--- config.mk ---
export PLATFORM = sky130hd
export DESIGN_NAME = mlfq_load_cpu_priority_unit
export DESIGN_NICKNAME = d
export VERILOG_FILES = /design/src/hw/rtl/mlfq_pkg.sv /design/src/hw/rtl/mlfq_load_cpu_priority_unit.sv
export SDC_FILE = /design/constraint.sdc
export NUM_CORES = 1
export LEC_CHECK = 0
export BUFFER_PORTS_ARGS = -buffer_cell sky130_fd_sc_hd__buf_2
export CAP_MARGIN = 10
export CORE_MARGIN = 2
export CORE_UTILIZATION = 40
export CTS_CLUSTER_DIAMETER = 60
export CTS_CLUSTER_SIZE = 30
export DETAILED_ROUTE_END_ITERATION = 7
export MAX_ROUTING_LAYER = met4
export PLACE_DENSITY = 0.64
export REMOVE_ABC_BUFFERS = 1
export SLEW_MARGIN = 20
export SYNTH_ARGS = -nofsm -noshare
export SYNTH_HDL_FRONTEND = slang
export SYNTH_SLANG_ARGS = --single-unit
--- constraint.sdc ---
create_clock -name clk -period 5.17 [get_ports clk]
set_input_delay 0.517 -clock clk [delete_from_list [all_inputs] [get_ports clk]]
set_output_delay 0.517 -clock clk [all_outputs]
set_load 0.005 [all_outputs]
--- src/hw/rtl/mlfq_pkg.sv ---
// ----------------------------------------------------------------------------
// mlfq_pkg
// Shared constants and operation codes of the scheduler arithmetic unit.
// ----------------------------------------------------------------------------
`default_nettype none

package mlfq_pkg;

    // 17.14 fixed point
    localparam int FRAC_BITS  = 14;
    localparam int FONE       = 1 << FRAC_BITS;
    localparam int DECAY_COEF = (59 * FONE) / 60;
    localparam int GAIN_COEF  = FONE / 60;
    localparam int SCALE_100  = 100;

    // priority divides recent cpu by 4 before rounding
    localparam int PRIO_SHIFT = FRAC_BITS + 2;

    // accumulator of the shared adder
    localparam int ACC_W = 48;

    // serial steps of the multiply and of the divide
    localparam int STEPS = FRAC_BITS;
    localparam int CNT_W = $clog2(STEPS);

    localparam int OP_W = 3;
    localparam logic [OP_W-1:0] OP_LOAD_UPDATE = 3'd0;
    localparam logic [OP_W-1:0] OP_RECENT_CPU  = 3'd1;
    localparam logic [OP_W-1:0] OP_PRIORITY    = 3'd2;
    localparam logic [OP_W-1:0] OP_LOAD_X100   = 3'd3;
    localparam logic [OP_W-1:0] OP_RECENT_X100 = 3'd4;

    localparam int MAX_THREADS_DEF  = 64;
    localparam int TOP_PRIORITY_DEF = 63;

endpackage

`default_nettype wire

--- src/hw/rtl/mlfq_load_cpu_priority_unit.sv ---
// ----------------------------------------------------------------------------
// mlfq_load_cpu_priority_unit
// Fixed-point load average, recent cpu and priority arithmetic of a
// multilevel feedback scheduler.
//
// The cmd channel (cmd_valid / cmd_stall) takes one item: an operation code
// with ready thread count, recent cpu and nice value. The res channel
// (res_valid / res_stall) returns exactly one value per item, in order.
// The serial multiplies, the divide, rounding, truncation and the final
// shift run on one shared 48-bit adder under a small sequencer: multiplies
// go shift-and-add one multiplier bit a cycle, the recent cpu coefficient
// is a restoring divide one quotient bit a cycle, and rounding, truncation
// and the final shift each have an adder state. Recent cpu divides first,
// x100 values and priority round, and all but unused codes truncate and
// shift. cmd_stall is high while an item is in work, so a new item is taken
// only after the last one is done. The result register lets the next item be
// taken while a finished value waits; a finished item that meets a still
// stalled result register waits in its last state until that one is taken.
// Reset clears the load average to zero and empties the result register.
// ----------------------------------------------------------------------------
`default_nettype none

module mlfq_load_cpu_priority_unit #(
    parameter int MAX_THREADS  = mlfq_pkg::MAX_THREADS_DEF,
    parameter int TOP_PRIORITY = mlfq_pkg::TOP_PRIORITY_DEF
) (
    input  wire logic                        clk,
    input  wire logic                        rst_n,
    input  wire logic                        cmd_valid,
    output logic                             cmd_stall,
    input  wire logic [mlfq_pkg::OP_W-1:0]   operation,
    input  wire logic [6:0]                  ready_threads,
    input  wire logic signed [31:0]          cpu_usage,
    input  wire logic signed [5:0]           niceness,
    output logic                             res_valid,
    input  wire logic                        res_stall,
    output logic signed [31:0]               value
);

    localparam int AW = mlfq_pkg::ACC_W;
    localparam int SW = mlfq_pkg::STEPS;
    localparam int CW = mlfq_pkg::CNT_W;

    typedef enum logic [2:0] {
        S_IDLE,
        S_DIV,
        S_MUL,
        S_RND,
        S_TRC,
        S_SHF,
        S_FIN
    } state_t;

    state_t                       state_reg, state_next;
    logic [mlfq_pkg::OP_W-1:0]    op_reg, op_next;
    logic                         wide_reg, wide_next;
    logic [CW-1:0]                cnt_reg, cnt_next;
    logic signed [AW-1:0]         acc_reg, acc_next;
    logic signed [AW-1:0]         mpl_reg, mpl_next;
    logic [SW-1:0]                mq_reg, mq_next;
    logic signed [AW-1:0]         div_reg, div_next;
    logic signed [AW-1:0]         add_reg, add_next;
    logic signed [5:0]            nice_reg, nice_next;
    logic signed [31:0]           load_reg, load_next;
    logic                         res_valid_reg, res_valid_next;
    logic signed [31:0]           value_reg, value_next;

    logic signed [AW-1:0] add_a, add_b, sum;
    logic                 add_sub;
    logic signed [AW-1:0] half, bias, shifted;
    logic signed [AW-1:0] twice_load;
    logic [6:0]           ready_sat;
    logic signed [31:0]   sat_val;
    logic signed [19:0]   prio_raw;
    logic signed [31:0]   prio_val;
    logic signed [31:0]   result;

    assign half    = wide_reg ? AW'(1) <<< (mlfq_pkg::PRIO_SHIFT - 1)
                              : AW'(1) <<< (mlfq_pkg::FRAC_BITS - 1);
    assign bias    = wide_reg ? (AW'(1) <<< mlfq_pkg::PRIO_SHIFT) - AW'(1)
                              : (AW'(1) <<< mlfq_pkg::FRAC_BITS) - AW'(1);
    assign shifted = wide_reg ? acc_reg >>> mlfq_pkg::PRIO_SHIFT
                              : acc_reg >>> mlfq_pkg::FRAC_BITS;

    // shared adder operand select
    always_comb
    begin
        add_a   = acc_reg;
        add_b   = '0;
        add_sub = 1'b0;
        unique case (state_reg)
            S_DIV:
            begin
                add_a   = acc_reg <<< 1;
                add_b   = div_reg;
                add_sub = 1'b1;
            end
            S_MUL:
            begin
                add_b = mpl_reg;
            end
            S_RND:
            begin
                add_b   = half;
                add_sub = acc_reg[AW-1];
            end
            S_TRC:
            begin
                add_b = acc_reg[AW-1] ? bias : '0;
            end
            S_SHF:
            begin
                add_a = shifted;
                add_b = add_reg;
            end
            default:
            begin
                add_b = '0;
            end
        endcase
    end

    assign sum = add_a + (add_b ^ {AW{add_sub}}) + AW'(add_sub);

    assign ready_sat = (32'(ready_threads) > 32'(MAX_THREADS)) ? 7'(MAX_THREADS)
                                                               : ready_threads;
    assign twice_load = AW'(load_reg) <<< 1;

    // saturate the accumulator to 32-bit signed
    always_comb
    begin
        if (acc_reg[AW-1:31] == '0 || acc_reg[AW-1:31] == '1)
        begin
            sat_val = acc_reg[31:0];
        end
        else if (acc_reg[AW-1])
        begin
            sat_val = 32'sh8000_0000;
        end
        else
        begin
            sat_val = 32'sh7fff_ffff;
        end
    end

    // priority from the rounded quarter of recent cpu, clamped
    always_comb
    begin
        prio_raw = 20'(TOP_PRIORITY) - $signed(acc_reg[19:0]) - (20'(nice_reg) <<< 1);
        if (prio_raw < 0)
        begin
            prio_val = '0;
        end
        else if (prio_raw > 20'(TOP_PRIORITY))
        begin
            prio_val = 32'(TOP_PRIORITY);
        end
        else
        begin
            prio_val = 32'(prio_raw);
        end
    end

    always_comb
    begin
        if (op_reg == mlfq_pkg::OP_PRIORITY)
        begin
            result = prio_val;
        end
        else if (op_reg == mlfq_pkg::OP_LOAD_UPDATE || op_reg == mlfq_pkg::OP_RECENT_CPU
                 || op_reg == mlfq_pkg::OP_LOAD_X100 || op_reg == mlfq_pkg::OP_RECENT_X100)
        begin
            result = sat_val;
        end
        else
        begin
            result = '0;
        end
    end

    // sequencer
    always_comb
    begin
        state_next     = state_reg;
        op_next        = op_reg;
        wide_next      = wide_reg;
        cnt_next       = cnt_reg;
        acc_next       = acc_reg;
        mpl_next       = mpl_reg;
        mq_next        = mq_reg;
        div_next       = div_reg;
        add_next       = add_reg;
        nice_next      = nice_reg;
        load_next      = load_reg;
        value_next     = value_reg;
        res_valid_next = res_valid_reg;

        if (res_valid_reg && !res_stall)
        begin
            res_valid_next = 1'b0;
        end

        unique case (state_reg)
            S_IDLE:
            begin
                if (cmd_valid)
                begin
                    op_next   = operation;
                    nice_next = niceness;
                    wide_next = 1'b0;
                    add_next  = '0;
                    acc_next  = '0;
                    cnt_next  = CW'(SW - 1);
                    unique case (operation)
                        mlfq_pkg::OP_LOAD_UPDATE:
                        begin
                            mpl_next   = AW'(load_reg);
                            mq_next    = SW'(mlfq_pkg::DECAY_COEF);
                            add_next   = AW'(ready_sat) * AW'(mlfq_pkg::GAIN_COEF);
                            state_next = S_MUL;
                        end
                        mlfq_pkg::OP_RECENT_CPU:
                        begin
                            acc_next   = twice_load;
                            div_next   = twice_load + AW'(mlfq_pkg::FONE);
                            mpl_next   = AW'(cpu_usage);
                            mq_next    = '0;
                            add_next   = AW'(niceness) <<< mlfq_pkg::FRAC_BITS;
                            state_next = S_DIV;
                        end
                        mlfq_pkg::OP_PRIORITY:
                        begin
                            acc_next   = AW'(cpu_usage);
                            wide_next  = 1'b1;
                            state_next = S_RND;
                        end
                        mlfq_pkg::OP_LOAD_X100:
                        begin
                            mpl_next   = AW'(load_reg);
                            mq_next    = SW'(mlfq_pkg::SCALE_100);
                            state_next = S_MUL;
                        end
                        mlfq_pkg::OP_RECENT_X100:
                        begin
                            mpl_next   = AW'(cpu_usage);
                            mq_next    = SW'(mlfq_pkg::SCALE_100);
                            state_next = S_MUL;
                        end
                        default:
                        begin
                            state_next = S_FIN;
                        end
                    endcase
                end
            end
            S_DIV:
            begin
                // restoring divide, one quotient bit per cycle
                if (!sum[AW-1])
                begin
                    acc_next = sum;
                    mq_next  = {mq_reg[SW-2:0], 1'b1};
                end
                else
                begin
                    acc_next = acc_reg <<< 1;
                    mq_next  = {mq_reg[SW-2:0], 1'b0};
                end
                cnt_next = cnt_reg - CW'(1);
                if (cnt_reg == '0)
                begin
                    acc_next   = '0;
                    cnt_next   = CW'(SW - 1);
                    state_next = S_MUL;
                end
            end
            S_MUL:
            begin
                // shift-and-add, multiplier lsb first
                if (mq_reg[0])
                begin
                    acc_next = sum;
                end
                mpl_next = mpl_reg <<< 1;
                mq_next  = mq_reg >> 1;
                cnt_next = cnt_reg - CW'(1);
                if (cnt_reg == '0)
                begin
                    if (op_reg == mlfq_pkg::OP_LOAD_X100 || op_reg == mlfq_pkg::OP_RECENT_X100)
                    begin
                        state_next = S_RND;
                    end
                    else
                    begin
                        state_next = S_TRC;
                    end
                end
            end
            S_RND:
            begin
                acc_next   = sum;
                state_next = S_TRC;
            end
            S_TRC:
            begin
                acc_next   = sum;
                state_next = S_SHF;
            end
            S_SHF:
            begin
                acc_next   = sum;
                state_next = S_FIN;
            end
            S_FIN:
            begin
                if (!res_valid_reg || !res_stall)
                begin
                    value_next     = result;
                    res_valid_next = 1'b1;
                    state_next     = S_IDLE;
                    if (op_reg == mlfq_pkg::OP_LOAD_UPDATE)
                    begin
                        load_next = sat_val;
                    end
                end
            end
            default:
            begin
                state_next = S_IDLE;
            end
        endcase
    end

    always_ff @(posedge clk or negedge rst_n)
    begin
        if (!rst_n)
        begin
            state_reg     <= S_IDLE;
            op_reg        <= '0;
            wide_reg      <= 1'b0;
            cnt_reg       <= '0;
            acc_reg       <= '0;
            mpl_reg       <= '0;
            mq_reg        <= '0;
            div_reg       <= '0;
            add_reg       <= '0;
            nice_reg      <= '0;
            load_reg      <= '0;
            res_valid_reg <= 1'b0;
            value_reg     <= '0;
        end
        else
        begin
            state_reg     <= state_next;
            op_reg        <= op_next;
            wide_reg      <= wide_next;
            cnt_reg       <= cnt_next;
            acc_reg       <= acc_next;
            mpl_reg       <= mpl_next;
            mq_reg        <= mq_next;
            div_reg       <= div_next;
            add_reg       <= add_next;
            nice_reg      <= nice_next;
            load_reg      <= load_next;
            res_valid_reg <= res_valid_next;
            value_reg     <= value_next;
        end
    end

    assign cmd_stall = (state_reg != S_IDLE);
    assign res_valid = res_valid_reg;
    assign value     = value_reg;

endmodule

`default_nettype wire

After elaboration in Yosys (flattened, before gate mapping):

Cells that the tools add are included.

* add/sub/neg operators: 6
* multipliers: 1
* magnitude comparators: 3
* eq/ne operators: 22
* mux-type cells: 42
* bitwise gates (word level): 1
* reductions and logical operators: 32

Operators by type and width (count)
* 48-bit one-hot mux with 2 select lines: 5
* 48-bit 2-to-1 mux: 5
* 48-bit one-hot mux with 5 select lines: 1
* 32-bit 2-to-1 mux: 6
* 48-bit one-hot mux with 4 select lines: 1
* 14-bit one-hot mux with 3 select lines: 2
* 48-bit by 1-bit adder with 48-bit output: 1
* 48-bit adder: 1
* 16-bit 2-to-1 mux: 3
* 48-bit XOR: 1
* 33-bit by 16-bit adder with 34-bit output, second input constant: 1
* 33-bit 2-to-1 mux: 1
* 3-bit one-hot mux with 7 select lines: 1
* 20-bit by 7-bit > comparator with 1-bit output, second input constant: 1
* 20-bit by 1-bit less-than comparator with 1-bit output, second input constant: 1
* 20-bit by 7-bit subtractor with 20-bit output: 1
* 7-bit by 20-bit subtractor with 20-bit output, first input constant: 1
* 3-bit by 2-bit equality test with 1-bit output, second input constant: 6
* 17-bit equality test, second input constant: 1
* 17-bit logical NOT: 1
* 7-bit by 9-bit multiplier with 16-bit output, second input constant: 1
* 3-bit equality test, second input constant: 5
* 3-bit 2-to-1 mux: 5
* 3-bit AND reduction: 5
* other kinds (25): 50

* register bits: 288
* input bits: 52
* output and inout port bits: 34
* logic and storage cells: 120

Logic depth before layout (Yosys ltp):

Gate-level depths: netlist of run 1.

* word-level depth: 9
* gate-level depth with buffers: 21

Least setup slack after synthesis of run 1:

Ideal clock, no wire load.

* path type: reg-to-reg
* start point: register state_reg[1]
* end point: register acc_reg[26]
* setup time: 0.129 ns
* arrival: 4.322 ns
* required time: 5.041 ns
* path slack: 0.719 ns
* stages on the path, launching flop included: 21
* path buffers: 5
* cells stage by stage: dfrtp_1 clkbuf_1 nor2b_1 and2_1 clkbuf_1 clkbuf_1 nand2_1 o21ai_0 xnor2_1 ha_1 a21o_1 o21bai_1 a21oi_1 o21ai_0 a211o_1 or3_4 a31o_1 buf_6 buf_6 a221oi_2 nor3_2

* cells in the longest elaborated chain, start to end: 8
* elaborated cells between the ends (all ways): 21
* those cells by class: add/sub: 2; eq/ne: 7; mux: 7; bitwise: 1; reduce/logical: 4

RTL lines
* start: declaration: line mlfq_load_cpu_priority_unit.sv:54 `state_t state_reg, state_next;`
* start signal: assignment: line mlfq_load_cpu_priority_unit.sv:354 `state_reg <= state_next;`
* 3-bit equality test (tied with other cells): line mlfq_load_cpu_priority_unit.sv:91, mlfq_load_cpu_priority_unit.sv:203
* 48-bit one-hot mux with 5 select lines / 1-bit one-hot mux with 2 select lines (equally long branches): line mlfq_load_cpu_priority_unit.sv:91 `unique case (state_reg)`
* 48-bit XOR: line mlfq_load_cpu_priority_unit.sv:123 `assign sum = add_a + (add_b ^ {AW{add_sub}}) + AW'(add_sub);`
* 48-bit adder: line mlfq_load_cpu_priority_unit.sv:123
* 48-bit by 1-bit adder with 48-bit output: line mlfq_load_cpu_priority_unit.sv:123
* 48-bit 2-to-1 mux: line mlfq_load_cpu_priority_unit.sv:259 `if (!sum[AW-1])`
* 48-bit 2-to-1 mux: line mlfq_load_cpu_priority_unit.sv:270 `if (cnt_reg == '0)`
* 48-bit one-hot mux with 4 select lines: line mlfq_load_cpu_priority_unit.sv:203 `unique case (state_reg)`
* end signal: assignment: line mlfq_load_cpu_priority_unit.sv:358 `acc_reg <= acc_next;`
* end: declaration: line mlfq_load_cpu_priority_unit.sv:58 `logic signed [AW-1:0] acc_reg, acc_next;`

Parallel ways exist; a longest one is shown, timed or not. The select of a mux whose other input is x is not followed.
A chain may end at the register's enable or synchronous reset.

Final worst setup path of run 1:

* start point: register state_reg[2]
* end point: register acc_reg[19]

Same word-level chain as after synthesis.

==> impl_metrics.py, run 1 <==
metrics = {
    "run": {
        "maxCapViolCount": 0,
    },
    "synthesis": {
        "synth-compound-area-share": 0.276,
        "synth_area_um2": 18300,
        "synthTopCellsByCount": "nand2_1, a21oi_1, o21ai_0",
        "synthTopCellsByArea": "dfrtp_1, a21oi_1, nand2_1",
        "ys_seq_area_frac": 0.334,
        "synthMostInstantiatedCell": "nand2_1",
        "netlist_instances": 2319,
        "synthFlopType": "dfrtp_1",
        "synth_xor_area_frac": 0.0363,
        "synth.largest_area_cell": "dfrtp_1",
        "yosysTopAreaCellShare": 0.334,
        "yosysWarnings": 0,
        "async_flop_share": 1.00,
        "synth_edf_count": 0,
        "yosys.area_share.adder": 0.0681,
        "syn_avg_cell_area_um2": 7.91,
        "synth_mux_area_frac": 0.0480,
        "synth-simple-area-share": 0.184,
        "synth_top_family_by_area": "compound AO/OA/AOI/OAI gates",
        "ys_seq_elements": 245,
        "yosysUniqueCellTypes": 79,
    },
    "critical_path": {
        "worstReg2RegStart": "state_reg[2]",
        "critPathArrivalTime_ns": 5.33,
        "crit_path_max_incr_delay_ns": 0.78,
        "critical-path-slowest-cell": "a31oi_1",
        "crit_family": "compound AO/OA/AOI/OAI gates",
        "startpoint": "state_reg[2]",
        "cp-end-kind": "flip-flop",
        "cp.required_ns": 5.64,
        "worstPathCellList": "inv_1 -> buf_4 -> nand2_1 -> o22ai_1 -> ha_1 -> a21oi_1 -> o21a_1 -> o22ai_1 -> a211o_1 -> o2111a_1 -> or3_4 -> a31oi_1 -> or3b_2 -> a21oi_1",
        "cp_max_fo": 20,
        "worstSetupStartpointType": "flip-flop",
        "crit_type": "flip-flop to flip-flop",
        "critPathBufInv": 2,
    },
    "sta": {
        "max_freq_mhz": 206,
        "clock_skew_ns": 0.0165,
        "max_slew.worst_pin.slew_ns": 1.12,
        "finalCriticalPeriod_ns": 4.86,
        "fin_ws_ns": 0.309,
        "final-hold-violation-count": 9,
        "setup_viol_count_final": 0,
        "finalCritPeriodShare": 0.940,
        "hold_ws_ns": -0.00675,
        "grt_setup_unrepaired": "false",
        "finalSetupTns_ns": 0,
        "slew_headroom": 0.256,
        "finalMaxSlewViolations": 0,
    },
    "final_layout": {
        "area_growth_pct": 11.6,
        "drive_above_1_share": 0.124,
        "antenna_cells": 0,
        "nets": 2476,
        "final_cells": 2948,
    },
    "outcome": {
        "status": "finished with violations",
        "violations": "negative hold slack",
    },
    "clock_network": {
        "cts_sinks": 245,
        "cts-htree-levels": 1,
        "numCtsBuffers": 29,
        "cts_root_buffer": "clkbuf_16",
        "clk_path_buf_depth": 3,
        "cts_tree": "yes",
        "cts_hold_buf": 0,
        "path_clk_slew_ns": 0.07,
        "insertion_delay_ns": 0.59,
    },
    "detailed_routing": {
        "drt_iter0_drc": 1624,
        "post-route-drc-count": 0,
        "totalWireLength_um": 66000,
        "dr.pass1.iters": 6,
        "wl_per_cell_um": 22.4,
        "drtAntennaViolNets": 0,
        "avgViaCountPerCell": 6.08,
        "num_vias": 17935,
    },
    "placement": {
        "globalplace.congestion": 1.01,
        "port_buffers": 85,
        "place_hpwl_um": 48100,
        "post-place-ws_ns": 0.332,
        "dp.cells": 2894,
    },
    "global_route": {
        "gr-total-overflow": 0,
        "grt_pass1_wl_um": 103000,
        "antenna_found_initial": 0,
        "grt_util_met1": 0.383,
        "use_met3": 0.0395,
        "top_usage_layer": "met2",
        "track_usage": 0.286,
        "grt_max_degree": 115,
        "grt_pass1_vias": 17404,
        "use_met2": 0.443,
    },
    "floorplan": {
        "coreArea_um2": 45300,
        "io_pins": 86,
        "die_h_um": 218,
        "fp-row-count": 78,
        "die-area_um2": 47600,
        "die_w_um": 218,
        "initial_utilization": 0.405,
    },
    "min_path": {
        "min_path_type": "input port to asynchronous set/reset pin",
    },
}
## layout make-up
| type | count | area [µm²] |
|---|---|---|
| Fill cell | 4523 | 24800 |
| Multi-Input combinational cell | 1826 | 11300 |
| Sequential cell | 245 | 6130 |
| Timing Repair Buffer | 157 | 1050 |
| Clock buffer | 31 | 753 |
| Tap cell | 600 | 751 |
| Inverter | 67 | 251 |
| Clock inverter | 22 | 250 |
## layout by cell type, fill, tap and decap left out, types with 14 or more instances in the layout
master,count
o211ai_1,32
buf_4,65
o31ai_1,16
a21o_1,22
nor3_1,33
inv_1,66
a221oi_2,20
dfrtp_1,242
xnor2_1,46
a221oi_1,39
buf_2,84
nand2_1,347
o22ai_1,21
a22oi_1,15
nand4_1,22
clkbuf_16,29
o21ai_0,256
nor4_1,14
mux2i_1,64
a21oi_1,273
nand3_1,48
mux2_2,20
nor2_1,177
ha_1,95
nor2b_1,15
o21bai_1,18
xor2_1,30
## repair_timing
item / CTS / global route
buffers inserted: 0 / 0
endpoints found under the setup margin: 0 / 20
resized for setup: 0 / 2
## through the flow
stage	area, µm²	utilization
detailed placement	19500	0.430
CTS	20500	0.452
floorplan	17600	-
global placement	19500	0.430
global route	20500	0.452
finish	20500	0.452
## kinds of logic (layout without fill, tap and decap cells)
family,after synthesis,count (layout)
buffers and inverters,248,277
DFF,245,245
xor gates and xnor gates,76,76
and+or+nand+nor,753,753
AOI/OAI and AO/OA,814,814
adders and majority gates,98,98
muxes,85,85
## worst paths after layout
kind                                      to  slack (ns)  cells after the start
min in group clk                 nice_reg[5]        0.18                      3
worst min register to register    add_reg[5]        0.47                      2
max in group asynchronous       state_reg[2]        3.82                      2
worst max register to register   acc_reg[19]        0.31                     14
worst max-delay path             acc_reg[19]        0.31                     14
worst min-delay path               value[23]      -0.007                      1
## per-layer routing
layer,part of all wire,up-vias
li1,-,8382
met1,0.44,8753
met2,0.46,659
met3,0.064,141
met4,0.039,0
met5,0,-
Power of run 1 is left out: the tool's default activity adds up to more than one toggle a clock period on the data nets, which glitch-free logic cannot reach.
==> run 2: changes to the inputs <==
- CTS_BUF_LIST: unset -> sky130_fd_sc_hd__clkbuf_4 sky130_fd_sc_hd__clkbuf_8 sky130_fd_sc_hd__clkbuf_16
- RECOVER_POWER: unset -> 25
==> impl_metrics.py, run 2 (synthesized netlist as in run 1, its figures left out) <==
metrics = {
    "critical_path": {
        "critical-path-slowest-cell": "a31oi_1",
        "crit_type": "flip-flop to flip-flop",
        "cp_max_fo": 20,
        "worstSetupStartpointType": "flip-flop",
        "worstPathCellList": "inv_1 -> buf_4 -> nand2_1 -> o22ai_1 -> ha_1 -> a21oi_1 -> o21a_1 -> o22ai_1 -> a211o_1 -> o2111a_1 -> or3_4 -> a31oi_1 -> or3b_2 -> a21oi_1",
        "path_depth": 14,
        "cp.required_ns": 5.64,
        "critPathArrivalTime_ns": 5.33,
        "crit_path_max_incr_delay_ns": 0.78,
        "ff2ff_path_depth": 14,
        "cp-end-kind": "flip-flop",
        "critPathBufInv": 2,
        "crit_family": "compound AO/OA/AOI/OAI gates",
    },
    "clock_network": {
        "cts_hold_buf": 0,
        "ctsResizeCount": 0,
        "cts-htree-levels": 1,
        "insertion_delay_ns": 0.59,
        "clk_path_buf_depth": 3,
        "path_clk_slew_ns": 0.07,
        "post_cts_buffers": 0,
        "numCtsBuffers": 29,
        "cts_tree": "yes",
        "cts_root_buffer": "clkbuf_16",
        "cts_sinks": 245,
    },
    "sta": {
        "finalMaxSlewViolations": 115,
        "max_freq_mhz": 206,
        "finalCritPeriodShare": 0.940,
        "finalCriticalPeriod_ns": 4.86,
        "final-hold-violation-count": 0,
        "grt_setup_unrepaired": "false",
        "max_slew.worst_pin.slew_ns": 3.13,
        "clock_skew_ns": 0.0160,
        "slew_headroom": -1.09,
        "setup_viol_count_final": 0,
    },
    "global_route": {
        "gr-total-overflow": 0,
        "track_usage": 0.286,
        "grt_max_degree": 115,
        "grt_pass1_wl_um": 103000,
        "antenna_found_initial": 0,
        "grt_pass1_vias": 17404,
    },
    "placement": {
        "dpl_cell_area_um2": 19500,
        "port_buffers": 85,
        "place_hpwl_um": 48100,
        "globalplace.congestion": 1.01,
    },
    "detailed_routing": {
        "drtAntennaViolNets": 0,
        "drt_iter0_drc": 1626,
        "post-route-drc-count": 0,
        "totalWireLength_um": 66000,
        "dr.pass1.iters": 6,
        "wl_per_cell_um": 22.4,
        "avgViaCountPerCell": 6.09,
        "num_vias": 17942,
    },
    "final_layout": {
        "nets": 2476,
        "final_common_cell": "nand2_1",
        "area_growth_pct": 11.6,
        "n_fill_cell": 4524,
        "fin_area_um2": 20500,
        "antenna_cells": 0,
        "drive_above_1_share": 0.124,
        "layout_common_cells": "nand2_1, a21oi_1, o21ai_0, dfrtp_1, nor2_1",
    },
    "outcome": {
        "status": "finished with violations",
        "violations": "max-capacitance violations, max-slew violations",
    },
    "floorplan": {
        "die_w_um": 218,
        "coreArea_um2": 45300,
        "initial_utilization": 0.405,
        "die-area_um2": 47600,
        "fp-row-count": 78,
        "die_h_um": 218,
        "io_pins": 86,
    },
    "min_path": {
        "min_path_type": "input port to flip-flop",
        "holdPathStages": 3,
    },
    "run": {
        "maxCapViolCount": 1,
    },
}
==> run 2: layout make-up <==
| cell class | instances | area [µm²] | share of cell area |
|---|---|---|---|
| timing repair buffer | 157 | 1030 | 0.0505 |
| sequential | 245 | 6130 | 0.300 |
| clock buffer | 31 | 753 | 0.0368 |
| inverter | 67 | 251 | 0.0123 |
| multi-input combinational | 1826 | 11300 | 0.552 |
| clock inverter | 22 | 250 | 0.0122 |
| tap | 600 | 751 | 0.0367 |
==> run 2: worst min-delay path: cells and delay by family <==
kind	cells	cell delay, ns
compound gates	1	0.06
simple gates	1	0.05
buf+inv	1	0.10
==> run 2: routing by layer <==
metal / up-vias / GRT usage / part of all wire
met1: 8751 / 0.383 / 0.44
met3: 134 / 0.0395 / 0.065
met4: 0 / 0.101 / 0.038
met2: 677 / 0.443 / 0.46
met5: - / - / 0
li1: 8380 / - / -
==> run 2: worst paths after layout <==
path | startpoint | slack [ns] | end
hold / removal | niceness[5] | 0.18 | nice_reg[5]
max in group asynchronous | rst_n | 1.91 | acc_reg[11]
min in group asynchronous | rst_n | 0.90 | load_reg[22]
hold reg to reg | add_reg[5] | 0.47 | add_reg[5]
setup reg to reg | state_reg[2] | 0.31 | acc_reg[19]
setup / recovery | state_reg[2] | 0.31 | acc_reg[19]
==> run 2: stage by stage <==
stage	utilization	TNS, ns	cells	hold slack, ns	setup WS (ns)
CTS	0.452	0	2947	0.0547	0.299
finish	0.452	0	2948	0.181	0.309
floorplan	-	-192.00	2138	0.221	-2.52
global placement	0.430	0	2894	0.457	0.429
detailed placement	0.430	0	2894	0.457	0.332
global route	0.452	0	2948	0.196	0.0559
Power of run 2 is left out for the same reason.
==> run 3: changes to the inputs <==
- GPL_TIMING_DRIVEN: unset -> 0
- RECOVER_POWER: 25 -> unset
==> impl_metrics.py, run 3 (synthesized netlist as in run 1, its figures left out) <==
metrics = {
    "floorplan": {
        "die_w_um": 218,
        "coreArea_um2": 45300,
        "die-area_um2": 47600,
        "fp-row-count": 78,
        "initial_utilization": 0.405,
        "io_pins": 86,
        "die_h_um": 218,
    },
    "sta": {
        "finalCriticalPeriod_ns": 5.03,
        "slew_headroom": 0.290,
        "hold_ws_ns": 0.178,
        "grt_setup_unrepaired": "false",
        "setup_viol_count_final": 0,
        "final-hold-violation-count": 0,
        "clock_skew_ns": 0.0229,
        "max_slew.worst_pin.slew_ns": 1.06,
        "finalMaxSlewViolations": 0,
        "finalCritPeriodShare": 0.973,
        "max_freq_mhz": 199,
    },
    "detailed_routing": {
        "num_vias": 18042,
        "dr.pass1.iters": 6,
        "drt_iter0_drc": 1714,
        "drtAntennaViolNets": 0,
        "post-route-drc-count": 0,
        "avgViaCountPerCell": 6.16,
        "totalWireLength_um": 66600,
        "wl_per_cell_um": 22.7,
    },
    "global_route": {
        "antenna_found_initial": 0,
        "track_usage": 0.282,
        "grt_max_degree": 95,
        "grt_pass1_wl_um": 102000,
        "gr-total-overflow": 0,
        "grt_pass1_vias": 17407,
    },
    "critical_path": {
        "cp.required_ns": 5.64,
        "crit_type": "flip-flop to flip-flop",
        "cp-end-kind": "flip-flop",
        "worstSetupStartpointType": "flip-flop",
        "critPathArrivalTime_ns": 5.50,
        "cp_max_fo": 53,
    },
    "final_layout": {
        "area_growth_pct": 14.1,
        "antenna_cells": 0,
        "drive_above_1_share": 0.131,
        "fin_area_um2": 20900,
        "nets": 2458,
        "n_fill_cell": 4472,
        "multi_input_area_um2": 11600,
        "final_common_cell": "nand2_1",
        "seqCellArea_um2": 6140,
        "final_cells": 2930,
        "layout_common_cells": "nand2_1, a21oi_1, o21ai_0, dfrtp_1, nor2_1",
        "fin_util": 0.462,
    },
    "placement": {
        "port_buffers": 85,
        "dpl_cell_area_um2": 19500,
        "dp.cells": 2851,
        "globalplace.congestion": 0.963,
        "place_hpwl_um": 46600,
    },
    "min_path": {
        "min_path_type": "input port to flip-flop",
    },
    "clock_network": {
        "cts_root_buffer": "clkbuf_16",
        "cts-htree-levels": 1,
        "cts_tree": "yes",
        "cts_sinks": 245,
        "insertion_delay_ns": 0.60,
        "clk_path_buf_depth": 3,
        "path_clk_slew_ns": 0.08,
        "numCtsBuffers": 28,
    },
    "outcome": {
        "status": "completed",
    },
    "run": {
        "maxCapViolCount": 0,
    },
}
-- run 3: cell count changes in the layout (fill, tap and decap cells not counted), moves of 4 or more --
cell / change
buf_4: -51
buf_16: +12
buf_6: +7
and2_1: -4
and2_2: +4
buf_12: +4
-- run 3: through the flow --
step | setup WS [ns] | TNS, ns
floorplan | -2.52 | -192.00
global placement | -7.69 | -1085.62
detailed placement | -2.28 | -85.68
CTS | 0.0121 | 0
global route | 0.0212 | 0
finish | 0.140 | 0
-- run 3: timing repair --
| item | CTS | global route |
|---|---|---|
| endpoints found under the setup margin | 48 | 43 |
| gates resized for setup | 24 | 13 |
| endpoints found under the hold margin | 59 | 0 |
| cloned | 7 | 1 |
| hold buffers | 1 | 0 |
| pin swaps | 8 | 2 |
| buffers inserted | 14 | 4 |
-- run 3: final timing paths --
kind,from,end,slack (ns),depth (start not counted)
setup / recovery,state_reg[2],acc_reg[9],0.14,17
hold / removal,niceness[5],nice_reg[5],0.18,3
setup reg to reg,state_reg[2],acc_reg[9],0.14,17
hold reg to reg,value[25],value[25],0.47,2
max in group asynchronous,rst_n,wide_reg,3.79,3
min in group asynchronous,rst_n,value[22],0.46,2
-- run 3: area by class of cell --
type,instances,share of cell area
clock buffer,29,0.0347
clock inverter,23,0.0150
tap,600,0.0359
multi-input combinational,1834,0.552
sequential,245,0.294
inverter,67,0.0123
timing repair buffer,132,0.0564
-- run 3: critical path, stage by stage (launching register included) --
cell and delay [ns]:
dfrtp_4 0.53, buf_16 0.22, and3b_2 0.33, and2_4 0.27
a21oi_4 0.19, buf_16 0.19, a21oi_1 0.09, ha_1 0.41
nand4_1 0.24, nor4_2 0.33, and2_1 0.23, nor2b_1 0.24
o2111a_2 0.36, o21ai_4 0.10, buf_4 0.25, a31o_4 0.38
a221oi_1 0.37, nor3_1 0.11
-- run 3: layer usage --
| metal | share of wire | vias to the layer above | global-route usage |
|---|---|---|---|
| met5 | 0 | - | - |
| met4 | 0.053 | 0 | 0.125 |
| met3 | 0.076 | 202 | 0.0418 |
| met2 | 0.45 | 775 | 0.438 |
| met1 | 0.42 | 8684 | 0.366 |
| li1 | - | 8381 | - |
Power of run 3 is left out for the same reason.
